<file path="config.mk">
export PLATFORM = sky130hd
export DESIGN_NAME = rc_pwm_capture_failsafe_flat
export DESIGN_NICKNAME = d
export VERILOG_FILES = /design/src/rtl/rcpf_pkg.sv /design/src/rtl/rcpf_req_if.sv /design/src/rtl/rcpf_rsp_if.sv /design/src/rtl/rcpf_capture.sv /design/src/rtl/rcpf_window.sv /design/src/rtl/rcpf_status.sv /design/src/rtl/rc_pwm_capture_failsafe.sv /design/src/flat_wrapper.sv
export SDC_FILE = /design/constraint.sdc
export NUM_CORES = 2
export LEC_CHECK = 0
export ABC_AREA = 1
export ABC_CLOCK_PERIOD_IN_PS = 18500
export BUFFER_PORTS_ARGS = -buffer_cell sky130_fd_sc_hd__buf_2
export CORE_ASPECT_RATIO = 0.9
export CORE_UTILIZATION = 47
export CTS_BUF_LIST = sky130_fd_sc_hd__clkbuf_4 sky130_fd_sc_hd__clkbuf_8 sky130_fd_sc_hd__clkbuf_16
export CTS_CLUSTER_DIAMETER = 50
export CTS_CLUSTER_SIZE = 28
export DETAILED_ROUTE_END_ITERATION = 8
export GPL_TIMING_DRIVEN = 0
export SLEW_MARGIN = 20
export SYNTH_ARGS = -nofsm -noshare
export SYNTH_HDL_FRONTEND = slang
export SYNTH_SLANG_ARGS = --single-unit
</file>
<file path="constraint.sdc">
create_clock -name clock -period 18.5 [get_ports clock]
set_input_delay 1.85 -clock clock [delete_from_list [all_inputs] [get_ports clock]]
set_output_delay 1.85 -clock clock [all_outputs]
set_load 0.01 [all_outputs]
</file>
<file path="src/rtl/rcpf_pkg.sv">
package rcpf_pkg;

   // Field widths fixed by the interface.
   localparam int PULSE_W    = 12;
   localparam int TIMEOUT_W  = 24;
   localparam int TICK_W     = 32;
   localparam int TIME_W     = 48;
   localparam int CSR_IDX_W  = 3;
   localparam int CSR_DATA_W = 24;

   // Number of representable pulse widths; bounds every accepted width.
   localparam int PULSE_RANGE = 2 ** PULSE_W;

   // Fixed channel roles.
   localparam int CH_STEERING = 0;
   localparam int CH_THROTTLE = 1;
   localparam int CH_MODE     = 2;

   // Register reset values.
   localparam logic [PULSE_W-1:0]   RST_MIN_PULSE       = 12'd800;
   localparam logic [PULSE_W-1:0]   RST_MAX_PULSE       = 12'd2200;
   localparam logic [PULSE_W-1:0]   RST_CENTER          = 12'd1500;
   localparam logic [TIMEOUT_W-1:0] RST_SIGNAL_TIMEOUT  = 24'd500000;
   localparam logic [TIMEOUT_W-1:0] RST_COMMAND_TIMEOUT = 24'd500000;

   typedef enum logic [1:0] {
      OP_CAPTURE = 2'd0,
      OP_COMMAND = 2'd1,
      OP_QUERY   = 2'd2
   } op_type;

   typedef enum logic [1:0] {
      MODE_MANUAL     = 2'd0,
      MODE_AUTONOMOUS = 2'd1,
      MODE_FAILSAFE   = 2'd2
   } mode_type;

   typedef enum logic [CSR_IDX_W-1:0] {
      CSR_MIN_PULSE       = 3'd0,
      CSR_MAX_PULSE       = 3'd1,
      CSR_CENTER          = 3'd2,
      CSR_SIGNAL_TIMEOUT  = 3'd3,
      CSR_COMMAND_TIMEOUT = 3'd4
   } csr_index_type;

   typedef struct packed {
      logic [PULSE_W-1:0]   min_pulse_us;
      logic [PULSE_W-1:0]   max_pulse_us;
      logic [PULSE_W-1:0]   center_us;
      logic [TIMEOUT_W-1:0] signal_timeout_us;
      logic [TIMEOUT_W-1:0] command_timeout_us;
   } cfg_type;

   // One request word as it enters the pipeline.
   typedef struct packed {
      logic [1:0]        op;
      logic [1:0]        channel;
      logic              rising;
      logic [TICK_W-1:0] capture_ticks;
      logic [TIME_W-1:0] now_us;
   } item_type;

   // Capture stage to window stage.
   typedef struct packed {
      logic              falling;
      logic              is_command;
      logic [1:0]        channel;
      logic [TICK_W-1:0] delta;
      logic [TIME_W-1:0] now_us;
   } capture_type;

   // Window stage to status stage.
   typedef struct packed {
      logic              keep;
      logic              is_command;
      logic [1:0]        channel;
      logic [TIME_W-1:0] now_us;
   } update_type;

   typedef struct packed {
      logic [PULSE_W-1:0] steering_us;
      logic [PULSE_W-1:0] throttle_us;
      logic               manual_switch;
      logic               link_ok;
      mode_type           drive_mode;
   } result_type;

endpackage

</file>
<file path="src/rtl/rcpf_req_if.sv">
interface rcpf_req_if;
   logic                       valid;
   logic                       ready;
   logic [1:0]                 op;
   logic [1:0]                 channel;
   logic                       rising;
   logic [rcpf_pkg::TICK_W-1:0] capture_ticks;
   logic [rcpf_pkg::TIME_W-1:0] now_us;

   modport source (output valid, op, channel, rising, capture_ticks, now_us, input ready);
   modport sink (input valid, op, channel, rising, capture_ticks, now_us, output ready);
endinterface

</file>
<file path="src/rtl/rcpf_rsp_if.sv">
interface rcpf_rsp_if;
   logic                         valid;
   logic                         ready;
   logic [rcpf_pkg::PULSE_W-1:0] steering_us;
   logic [rcpf_pkg::PULSE_W-1:0] throttle_us;
   logic                         manual_switch;
   logic                         link_ok;
   logic [1:0]                   drive_mode;

   modport source (output valid, steering_us, throttle_us, manual_switch, link_ok,
                   drive_mode, input ready);
   modport sink (input valid, steering_us, throttle_us, manual_switch, link_ok,
                 drive_mode, output ready);
endinterface

</file>
<file path="src/rtl/rcpf_capture.sv">
module rcpf_capture #(
   parameter int NUM_CHANNELS = 3
) (
   input  logic                   clock,
   input  logic                   reset,
   input  logic                   load,
   input  logic                   advance,
   input  rcpf_pkg::item_type     item,
   output rcpf_pkg::capture_type  cap
);

   localparam int CH_W = $clog2(NUM_CHANNELS);

   rcpf_pkg::item_type                item_ff;
   logic [rcpf_pkg::TICK_W-1:0]       rise_count_ff [NUM_CHANNELS];
   logic [rcpf_pkg::TICK_W-1:0]       rise_count_in [NUM_CHANNELS];
   logic                              ch_ok;
   logic [CH_W-1:0]                   idx;
   logic                              is_capture;
   logic [rcpf_pkg::TICK_W-1:0]       rise_rd;

   always_ff @(posedge clock) begin
      if (load) begin
         item_ff <= item;
      end
   end

   assign ch_ok      = 32'(item_ff.channel) < 32'(NUM_CHANNELS);
   assign idx        = CH_W'(item_ff.channel);
   assign is_capture = (item_ff.op == rcpf_pkg::OP_CAPTURE) && ch_ok;
   assign rise_rd    = ch_ok ? rise_count_ff[idx] : '0;

   // A rising edge overwrites the channel's start count once the word moves on.
   always_comb begin
      rise_count_in = rise_count_ff;
      if (advance && is_capture && item_ff.rising) begin
         rise_count_in[idx] = item_ff.capture_ticks;
      end
   end

   always_ff @(posedge clock) begin
      if (reset) begin
         for (int i = 0; i < NUM_CHANNELS; i++) begin
            rise_count_ff[i] <= '0;
         end
      end else begin
         rise_count_ff <= rise_count_in;
      end
   end

   always_comb begin
      cap.falling    = is_capture && !item_ff.rising;
      cap.is_command = item_ff.op == rcpf_pkg::OP_COMMAND;
      cap.channel    = item_ff.channel;
      cap.delta      = item_ff.capture_ticks - rise_rd;
      cap.now_us     = item_ff.now_us;
   end

endmodule

</file>
<file path="src/rtl/rcpf_window.sv">
module rcpf_window #(
   parameter  int TICKS_PER_US = 80,
   localparam int DELTA_W      = $clog2(rcpf_pkg::PULSE_RANGE * TICKS_PER_US),
   localparam int RECIP_W      = DELTA_W + 2,
   localparam int PROD_W       = DELTA_W + RECIP_W
) (
   input  logic                  clock,
   input  logic                  load,
   input  rcpf_pkg::capture_type cap,
   input  rcpf_pkg::cfg_type     cfg,
   output rcpf_pkg::update_type  upd,
   output logic [PROD_W-1:0]     prod
);

   localparam int     THR_W = DELTA_W + 1;
   localparam int     SHIFT = DELTA_W + $clog2(TICKS_PER_US);
   // Rounded-up reciprocal; exact floor division for any DELTA_W-bit count.
   localparam longint RECIP = ((longint'(1) <<< SHIFT) + TICKS_PER_US - 1) / TICKS_PER_US;

   rcpf_pkg::capture_type cap_ff;
   logic [THR_W-1:0]      lo_ff;
   logic [THR_W-1:0]      hi_ff;
   logic [THR_W-1:0]      lo_in;
   logic [THR_W-1:0]      hi_in;

   // The window is kept in ticks: min*T <= delta < (max+1)*T.
   assign lo_in = THR_W'(cfg.min_pulse_us) * THR_W'(TICKS_PER_US);
   assign hi_in = (THR_W'(cfg.max_pulse_us) + THR_W'(1)) * THR_W'(TICKS_PER_US);

   always_ff @(posedge clock) begin
      lo_ff <= lo_in;
      hi_ff <= hi_in;
      if (load) begin
         cap_ff <= cap;
      end
   end

   always_comb begin
      upd.keep       = cap_ff.falling
                       && (cap_ff.delta >= rcpf_pkg::TICK_W'(lo_ff))
                       && (cap_ff.delta <  rcpf_pkg::TICK_W'(hi_ff));
      upd.is_command = cap_ff.is_command;
      upd.channel    = cap_ff.channel;
      upd.now_us     = cap_ff.now_us;
   end

   // Only meaningful when the width is kept, and then delta fits DELTA_W bits.
   assign prod = PROD_W'(cap_ff.delta[DELTA_W-1:0]) * PROD_W'(RECIP_W'(RECIP));

endmodule

</file>
<file path="src/rtl/rcpf_status.sv">
module rcpf_status #(
   parameter  int NUM_CHANNELS = 3,
   parameter  int TICKS_PER_US = 80,
   localparam int DELTA_W      = $clog2(rcpf_pkg::PULSE_RANGE * TICKS_PER_US),
   localparam int PROD_W       = 2 * DELTA_W + 2
) (
   input  logic                 clock,
   input  logic                 reset,
   input  logic                 load,
   input  logic                 advance,
   input  rcpf_pkg::update_type upd,
   input  logic [PROD_W-1:0]    prod,
   input  rcpf_pkg::cfg_type    cfg,
   output rcpf_pkg::result_type result
);

   localparam int CH_W  = $clog2(NUM_CHANNELS);
   localparam int SHIFT = DELTA_W + $clog2(TICKS_PER_US);

   rcpf_pkg::update_type            upd_ff;
   logic [PROD_W-1:0]               prod_ff;
   logic [rcpf_pkg::PULSE_W-1:0]    width;
   logic [CH_W-1:0]                 idx;
   logic                            keep_now;
   logic                            command_now;

   logic [rcpf_pkg::PULSE_W-1:0]    pulse_width_ff  [NUM_CHANNELS];
   logic [rcpf_pkg::PULSE_W-1:0]    pulse_width_in  [NUM_CHANNELS];
   logic [rcpf_pkg::TIME_W-1:0]     edge_time_ff    [NUM_CHANNELS];
   logic [rcpf_pkg::TIME_W-1:0]     edge_time_in    [NUM_CHANNELS];
   logic [NUM_CHANNELS-1:0]         edge_seen_ff;
   logic [NUM_CHANNELS-1:0]         edge_seen_in;
   logic [rcpf_pkg::TIME_W-1:0]     command_time_ff;
   logic [rcpf_pkg::TIME_W-1:0]     command_time_in;
   logic                            command_seen_ff;
   logic                            command_seen_in;
   logic [NUM_CHANNELS-1:0]         fresh;
   logic [rcpf_pkg::TIME_W-1:0]     command_age;
   logic                            manual;
   logic                            sig_ok;

   always_ff @(posedge clock) begin
      if (load) begin
         upd_ff  <= upd;
         prod_ff <= prod;
      end
   end

   assign width       = rcpf_pkg::PULSE_W'(prod_ff >> SHIFT);
   assign idx         = CH_W'(upd_ff.channel);
   assign keep_now    = advance && upd_ff.keep;
   assign command_now = advance && upd_ff.is_command;

   always_comb begin
      pulse_width_in  = pulse_width_ff;
      edge_time_in    = edge_time_ff;
      edge_seen_in    = edge_seen_ff;
      command_time_in = command_time_ff;
      command_seen_in = command_seen_ff;
      if (keep_now) begin
         pulse_width_in[idx] = width;
         edge_time_in[idx]   = upd_ff.now_us;
         edge_seen_in[idx]   = 1'b1;
      end
      if (command_now) begin
         command_time_in = upd_ff.now_us;
         command_seen_in = 1'b1;
      end
   end

   always_ff @(posedge clock) begin
      edge_time_ff    <= edge_time_in;
      command_time_ff <= command_time_in;
   end

   always_ff @(posedge clock) begin
      if (reset) begin
         for (int i = 0; i < NUM_CHANNELS; i++) begin
            pulse_width_ff[i] <= rcpf_pkg::RST_CENTER;
         end
         edge_seen_ff    <= '0;
         command_seen_ff <= 1'b0;
      end else begin
         pulse_width_ff  <= pulse_width_in;
         edge_seen_ff    <= edge_seen_in;
         command_seen_ff <= command_seen_in;
      end
   end

   // Ages wrap modulo 2^48, so a plain subtraction at full width is the age.
   always_comb begin
      logic [rcpf_pkg::TIME_W-1:0] age;
      for (int i = 0; i < NUM_CHANNELS; i++) begin
         age      = upd_ff.now_us - edge_time_in[i];
         fresh[i] = edge_seen_in[i]
                    && (age < rcpf_pkg::TIME_W'(cfg.signal_timeout_us));
      end
   end

   assign command_age = upd_ff.now_us - command_time_in;
   assign manual      = pulse_width_in[rcpf_pkg::CH_MODE] > cfg.center_us;
   assign sig_ok      = |fresh;

   always_comb begin
      result.steering_us   = pulse_width_in[rcpf_pkg::CH_STEERING];
      result.throttle_us   = pulse_width_in[rcpf_pkg::CH_THROTTLE];
      result.manual_switch = manual;
      result.link_ok       = sig_ok;
      if (manual && sig_ok) begin
         result.drive_mode = rcpf_pkg::MODE_MANUAL;
      end else if (!command_seen_in
                   || (command_age > rcpf_pkg::TIME_W'(cfg.command_timeout_us))) begin
         result.drive_mode = rcpf_pkg::MODE_FAILSAFE;
      end else begin
         result.drive_mode = rcpf_pkg::MODE_AUTONOMOUS;
      end
   end

endmodule

</file>
<file path="src/rtl/rc_pwm_capture_failsafe.sv">
// RC PWM capture decoder with failsafe drive mode. Each request word is a capture
// edge (op 0), a velocity-command notice (op 1) or a status query (op 2 or 3), and
// every word produces exactly one response word carrying the steering and throttle
// widths in microseconds, the manual switch (mode channel above center), signal
// health and the drive mode (0 manual, 1 autonomous, 2 failsafe stop). Widths are
// measured from rising to falling capture counts at TICKS_PER_US ticks per
// microsecond and kept only when they fall inside [min_pulse_us, max_pulse_us].
// A new word is taken every clock cycle while the response side takes words. The
// result reaches the response port through a capture stage, a window and divide
// stage, and a status stage, followed by the output register. Throughput is one
// word per cycle as long as the response side takes words; the ready
// path runs from rsp_chan.ready back through the pipeline valid bits, so a
// stalled response fills the empty stages before the request side stalls.
// Configuration registers are written through the csr_ port and must only be
// changed while no word is in flight.
module rc_pwm_capture_failsafe #(
   parameter int NUM_CHANNELS = 3,
   parameter int TICKS_PER_US = 80
) (
   input  logic                               clock,
   input  logic                               reset,
   rcpf_req_if.sink                           req_chan,
   rcpf_rsp_if.source                         rsp_chan,
   input  logic                               csr_write,
   input  logic [rcpf_pkg::CSR_IDX_W-1:0]     csr_index,
   input  logic [rcpf_pkg::CSR_DATA_W-1:0]    csr_wdata
);

   localparam int DELTA_W = $clog2(rcpf_pkg::PULSE_RANGE * TICKS_PER_US);
   localparam int PROD_W  = 2 * DELTA_W + 2;

   // Configuration registers; a write replaces a register with the low bits of the data word.
   rcpf_pkg::cfg_type cfg_ff;
   rcpf_pkg::cfg_type cfg_in;

   always_comb begin
      cfg_in = cfg_ff;
      if (csr_write) begin
         unique case (csr_index)
            rcpf_pkg::CSR_MIN_PULSE: begin
               cfg_in.min_pulse_us = csr_wdata[rcpf_pkg::PULSE_W-1:0];
            end
            rcpf_pkg::CSR_MAX_PULSE: begin
               cfg_in.max_pulse_us = csr_wdata[rcpf_pkg::PULSE_W-1:0];
            end
            rcpf_pkg::CSR_CENTER: begin
               cfg_in.center_us = csr_wdata[rcpf_pkg::PULSE_W-1:0];
            end
            rcpf_pkg::CSR_SIGNAL_TIMEOUT: begin
               cfg_in.signal_timeout_us = csr_wdata[rcpf_pkg::TIMEOUT_W-1:0];
            end
            rcpf_pkg::CSR_COMMAND_TIMEOUT: begin
               cfg_in.command_timeout_us = csr_wdata[rcpf_pkg::TIMEOUT_W-1:0];
            end
            default: begin
               // Writes past the last register are dropped.
            end
         endcase
      end
   end

   always_ff @(posedge clock) begin
      if (reset) begin
         cfg_ff.min_pulse_us       <= rcpf_pkg::RST_MIN_PULSE;
         cfg_ff.max_pulse_us       <= rcpf_pkg::RST_MAX_PULSE;
         cfg_ff.center_us          <= rcpf_pkg::RST_CENTER;
         cfg_ff.signal_timeout_us  <= rcpf_pkg::RST_SIGNAL_TIMEOUT;
         cfg_ff.command_timeout_us <= rcpf_pkg::RST_COMMAND_TIMEOUT;
      end else begin
         cfg_ff <= cfg_in;
      end
   end

   // Pipeline occupancy. A stage moves on when the next one is empty or moving.
   logic s1_valid_ff, s1_valid_in;
   logic s2_valid_ff, s2_valid_in;
   logic s3_valid_ff, s3_valid_in;
   logic rsp_valid_ff, rsp_valid_in;
   logic move1, move2, move3;
   logic accept;

   assign move3  = s3_valid_ff && (!rsp_valid_ff || rsp_chan.ready);
   assign move2  = s2_valid_ff && (!s3_valid_ff || move3);
   assign move1  = s1_valid_ff && (!s2_valid_ff || move2);
   assign req_chan.ready = !s1_valid_ff || move1;
   assign accept = req_chan.valid && req_chan.ready;

   assign s1_valid_in  = accept ? 1'b1 : (move1 ? 1'b0 : s1_valid_ff);
   assign s2_valid_in  = move1  ? 1'b1 : (move2 ? 1'b0 : s2_valid_ff);
   assign s3_valid_in  = move2  ? 1'b1 : (move3 ? 1'b0 : s3_valid_ff);
   assign rsp_valid_in = move3  ? 1'b1 : (rsp_chan.ready ? 1'b0 : rsp_valid_ff);

   always_ff @(posedge clock) begin
      if (reset) begin
         s1_valid_ff  <= 1'b0;
         s2_valid_ff  <= 1'b0;
         s3_valid_ff  <= 1'b0;
         rsp_valid_ff <= 1'b0;
      end else begin
         s1_valid_ff  <= s1_valid_in;
         s2_valid_ff  <= s2_valid_in;
         s3_valid_ff  <= s3_valid_in;
         rsp_valid_ff <= rsp_valid_in;
      end
   end

   rcpf_pkg::item_type    req_item;
   rcpf_pkg::capture_type cap;
   rcpf_pkg::update_type  upd;
   logic [PROD_W-1:0]     prod;
   rcpf_pkg::result_type  result;
   rcpf_pkg::result_type  result_ff;

   always_comb begin
      req_item.op            = req_chan.op;
      req_item.channel       = req_chan.channel;
      req_item.rising        = req_chan.rising;
      req_item.capture_ticks = req_chan.capture_ticks;
      req_item.now_us        = req_chan.now_us;
   end

   // Stage 1: holds the rising-edge counts and forms the tick difference.
   rcpf_capture #(
      .NUM_CHANNELS (NUM_CHANNELS)
   ) u_capture (
      .clock   (clock),
      .reset   (reset),
      .load    (accept),
      .advance (move1),
      .item    (req_item),
      .cap     (cap)
   );

   // Stage 2: window check in ticks and the reciprocal multiply.
   rcpf_window #(
      .TICKS_PER_US (TICKS_PER_US)
   ) u_window (
      .clock (clock),
      .load  (move1),
      .cap   (cap),
      .cfg   (cfg_ff),
      .upd   (upd),
      .prod  (prod)
   );

   // Stage 3: kept widths, timestamps, health and drive mode.
   rcpf_status #(
      .NUM_CHANNELS (NUM_CHANNELS),
      .TICKS_PER_US (TICKS_PER_US)
   ) u_status (
      .clock   (clock),
      .reset   (reset),
      .load    (move2),
      .advance (move3),
      .upd     (upd),
      .prod    (prod),
      .cfg     (cfg_ff),
      .result  (result)
   );

   // Output register; holds the response word until the sink takes it.
   always_ff @(posedge clock) begin
      if (move3) begin
         result_ff <= result;
      end
   end

   assign rsp_chan.valid         = rsp_valid_ff;
   assign rsp_chan.steering_us   = result_ff.steering_us;
   assign rsp_chan.throttle_us   = result_ff.throttle_us;
   assign rsp_chan.manual_switch = result_ff.manual_switch;
   assign rsp_chan.link_ok       = result_ff.link_ok;
   assign rsp_chan.drive_mode    = result_ff.drive_mode;

endmodule

</file>
<file path="src/flat_wrapper.sv">
// flat-port wrapper written by rule: the top's interface ports become plain ports
module rc_pwm_capture_failsafe_flat 
#(
   parameter int NUM_CHANNELS = 3,
   parameter int TICKS_PER_US = 80
)
  (clock, reset, csr_write, csr_index, csr_wdata, req_chan_valid, req_chan_op, req_chan_channel, req_chan_rising, req_chan_capture_ticks, req_chan_now_us, req_chan_ready, rsp_chan_valid, rsp_chan_steering_us, rsp_chan_throttle_us, rsp_chan_manual_switch, rsp_chan_link_ok, rsp_chan_drive_mode, rsp_chan_ready);
  rcpf_req_if req_chan_i ();
  rcpf_rsp_if rsp_chan_i ();
  input  logic clock;
  input  logic reset;
  input  logic csr_write;
  input  logic [rcpf_pkg::CSR_IDX_W-1:0] csr_index;
  input  logic [rcpf_pkg::CSR_DATA_W-1:0] csr_wdata;
  input wire logic [$bits(req_chan_i.valid)-1:0] req_chan_valid;
  input wire logic [$bits(req_chan_i.op)-1:0] req_chan_op;
  input wire logic [$bits(req_chan_i.channel)-1:0] req_chan_channel;
  input wire logic [$bits(req_chan_i.rising)-1:0] req_chan_rising;
  input wire logic [$bits(req_chan_i.capture_ticks)-1:0] req_chan_capture_ticks;
  input wire logic [$bits(req_chan_i.now_us)-1:0] req_chan_now_us;
  output wire logic [$bits(req_chan_i.ready)-1:0] req_chan_ready;
  output wire logic [$bits(rsp_chan_i.valid)-1:0] rsp_chan_valid;
  output wire logic [$bits(rsp_chan_i.steering_us)-1:0] rsp_chan_steering_us;
  output wire logic [$bits(rsp_chan_i.throttle_us)-1:0] rsp_chan_throttle_us;
  output wire logic [$bits(rsp_chan_i.manual_switch)-1:0] rsp_chan_manual_switch;
  output wire logic [$bits(rsp_chan_i.link_ok)-1:0] rsp_chan_link_ok;
  output wire logic [$bits(rsp_chan_i.drive_mode)-1:0] rsp_chan_drive_mode;
  input wire logic [$bits(rsp_chan_i.ready)-1:0] rsp_chan_ready;
  assign req_chan_i.valid = req_chan_valid;
  assign req_chan_i.op = req_chan_op;
  assign req_chan_i.channel = req_chan_channel;
  assign req_chan_i.rising = req_chan_rising;
  assign req_chan_i.capture_ticks = req_chan_capture_ticks;
  assign req_chan_i.now_us = req_chan_now_us;
  assign req_chan_ready = req_chan_i.ready;
  assign rsp_chan_valid = rsp_chan_i.valid;
  assign rsp_chan_steering_us = rsp_chan_i.steering_us;
  assign rsp_chan_throttle_us = rsp_chan_i.throttle_us;
  assign rsp_chan_manual_switch = rsp_chan_i.manual_switch;
  assign rsp_chan_link_ok = rsp_chan_i.link_ok;
  assign rsp_chan_drive_mode = rsp_chan_i.drive_mode;
  assign rsp_chan_i.ready = rsp_chan_ready;
  rc_pwm_capture_failsafe #(.NUM_CHANNELS(NUM_CHANNELS), .TICKS_PER_US(TICKS_PER_US)) u_core (.clock(clock), .reset(reset), .req_chan(req_chan_i), .rsp_chan(rsp_chan_i), .csr_write(csr_write), .csr_index(csr_index), .csr_wdata(csr_wdata));
endmodule
</file>
==> results.cfg <==
[die]
ios = 147
die_x_um = 338
start_util_pct = 47.6
core_area_um2 = 100000
die_y_um = 304
rows = 110
die_area_um2 = 103000

[finish]
final_cell_mix = inv_1, nand2_1, nor2_1, a21oi_1, ha_1
syn_to_final_growth_pct = 11.7
n_fill_cell = 9707
final_common_cell = inv_1
utilization_pct = 53.1
drive_gt1_share_pct = 6.65
nets = 7020

[clock_tree]
tritoncts.num_buffers = 82
post_cts_buffers = 0
clk_pin_slew_ps = 70
cts_resized = 0
clkLatencyLatePin_ps = 710
cts.sinks = 708
cts_buffer_depth = 3
clockRootBuffer = clkbuf_16
ctsHoldBuffers = 0
h-tree-depth = 3
cts_tree = built

[pwr]
finalPower_w = 0.00631
p_per_area_nw_per_um2 = 118
irDropWorstVdd_v = 0.000119
power_leakage_nw = 24.7

[route]
vias = 40684
drt_iter0_drc = 3214
routed_via_density = 5.29
drc = 0
dr.pass1.iters = 6
wl_per_cell_um = 18.6
wl_mm = 143
ant_nets = 0

[synth]
syn_nets = 6785
async_reset_ff_share_pct = 0
ys_seq_area_share_pct = 35.2
synth_edf_count = 261
ys_ff_latch = 708
synth_area_leaders = dfxtp_1, edfxtp_1, ha_1
synthesis.area_um2 = 47800
avgSynthCellArea_um2 = 7.91
ys_types = 60
yosysTopAreaCell = dfxtp_1
ys_warn_count = 0
synth_ff_type = dfxtp_1
synth_top_area_share_pct = 18.7
netlist_instances = 6040

[worst_setup_path]
cp_max_fo = 10
reg2reg_depth = 29
crit_required_ps = 18870
critPathSlowestCell = clkbuf_1
worstSetupEndpointType = flop
arrival_ps = 8970
cpPeakStageDelay_ps = 800
reg2reg_from = u_core.s3_valid_ff
r2r-end = u_core.rsp_chan.drive_mode[0]
regToRegSetupSlack_ps = 10750
cp-start-kind = input pin
path_class = input pin to flop

[timing]
finalHoldViolations = 0
tns_ps = 0
slew_violations = 0
rsz0062_at_grt = false
timing.slew.headroom_pct = 33.8
fmax_mhz = 116
tightest_slew_ps = 993
period_needed_ps = 8590
clock_skew_ps = 90.7
fin_ws_ps = 9910
finalSetupViolations = 0
finalCritPeriodShare_pct = 46.5

[flow_run]
cap_violations = 0

[global_routing]
grt_pass1_vias = 39206
overflow = 0
track_usage_pct = 27.8
grt_pass1_wl_mm = 220
antenna_found_initial = 4
grt_max_degree = 58

[run_status]
status = complete, no violations

[min_path]
min_from = u_core.cfg_ff[73]
hold_path_class = flop to flop
worstHoldEndpoint = u_core.u_window.lo_ff[5]
worstHoldPathCells = 0

[placement]
place_ws_ps = 9370
dp_hpwl_mm = 118
portBuffers = 145
gp_congestion = 0.959
==> sequential cells by signal, indices dropped and copies added (netlist names), 12 cells and up <==
signal                           count
u_core.u_status.edge_time_ff       144
u_core.u_capture.rise_count_ff      96
u_core.cfg_ff                       84
u_core.u_window.upd                 51
u_core.u_status.upd_ff              50
u_core.u_capture.cap                48
u_core.u_status.command_time_ff     48
u_core.u_status.pulse_width_ff      36
u_core.u_capture.item_ff            35
u_core.u_window.cap_ff              33
u_core.u_window.hi_ff               16
u_core.u_window.lo_ff               15
u_core.rsp_chan.steering_us         12
u_core.rsp_chan.throttle_us         12
u_core.u_status.prod_ff             12
==> cell usage after synthesis (all sizes together), types with 64 or more instances <==
| library cell | instances |
|---|---|
| inv | 992 |
| nand2 | 917 |
| nor2 | 721 |
| a21oi | 539 |
| ha | 524 |
| o21ai | 449 |
| dfxtp | 447 |
| edfxtp | 261 |
| nand3 | 193 |
| xor2 | 125 |
| fa | 104 |
| clkbuf | 98 |
| mux2i | 74 |
| xnor2 | 66 |
| nor3 | 64 |
==> layout make-up <==
type | count | area, µm² | share of cell area, %
antenna | 2 | 5.00 | 0.00939
timing repair buffer | 151 | 876 | 1.64
inverter | 997 | 3750 | 7.03
clock buffer | 88 | 2130 | 4.00
clock inverter | 66 | 851 | 1.60
sequential | 708 | 16800 | 31.5
buffer | 105 | 413 | 0.774
tap | 1344 | 1680 | 3.15
multi-input combinational | 4230 | 26800 | 50.3
==> metrics by stage <==
stage	instance area, µm²	hold slack [ps]	instances
floorplan	47800	352	6040
global placement	50200	379	7529
detailed placement	50300	376	7535
CTS	53300	388	7689
global route	53300	391	7689
finish	53300	387	7691
==> how the worst max path moves through the flow <==
stage / endpoint / startpoint / depth (start not counted)
after global placement: u_core.rsp_chan.drive_mode[1] / rsp_chan_ready / 28
after CTS: u_core.rsp_chan.drive_mode[0] / rsp_chan_ready / 30
after floorplan: u_core.rsp_chan.drive_mode[0] / rsp_chan_ready / 32
after global routing: u_core.rsp_chan.drive_mode[0] / rsp_chan_ready / 33
final: u_core.rsp_chan.drive_mode[0] / rsp_chan_ready / 30
after detailed placement: u_core.rsp_chan.drive_mode[0] / rsp_chan_ready / 30
==> cells by family (layout without fill, tap and decap cells) <==
| logic type | after synthesis | after routing | synth area share (%) |
|---|---|---|---|
| compound gates | 1249 | 1249 | 14.5 |
| xor+xnor | 191 | 191 | 3.50 |
| fa+ha+maj | 628 | 628 | 18.1 |
| buf+inv | 1102 | 1407 | 8.70 |
| flops | 708 | 708 | 35.2 |
| mux | 74 | 74 | 1.55 |
| other cells | 0 | 2 | 0 |
| simple gates | 2088 | 2088 | 18.5 |
==> power breakdown <==
part	leakage (nW)	internal, W	total [W]	switching [W]
clock	1.44	0.000921	0.00171	0.000792
sequential	6.12	0.00177	0.00182	0.0000535
combinational	17.1	0.00102	0.00277	0.00175
total	24.7	0.00371	0.00631	0.00260
==> layer usage <==
metal	vias to the layer above	wire length (µm)	track usage, %
met1	18946	72300	42.6
met4	0	3040	6.44
met5	-	0	0
met3	186	8310	3.01
li1	20501	-	-
met2	1051	59200	41.4
==> worst max-delay path: cells and delay by family <==
family	cells	cell delay, ps
xor+xnor	1	170
buf+inv	4	1740
mux	1	220
fa+ha+maj	2	750
simple gates	16	2870
compound gates	6	1330
No activity file was read; power rests on OpenSTA's default activity.
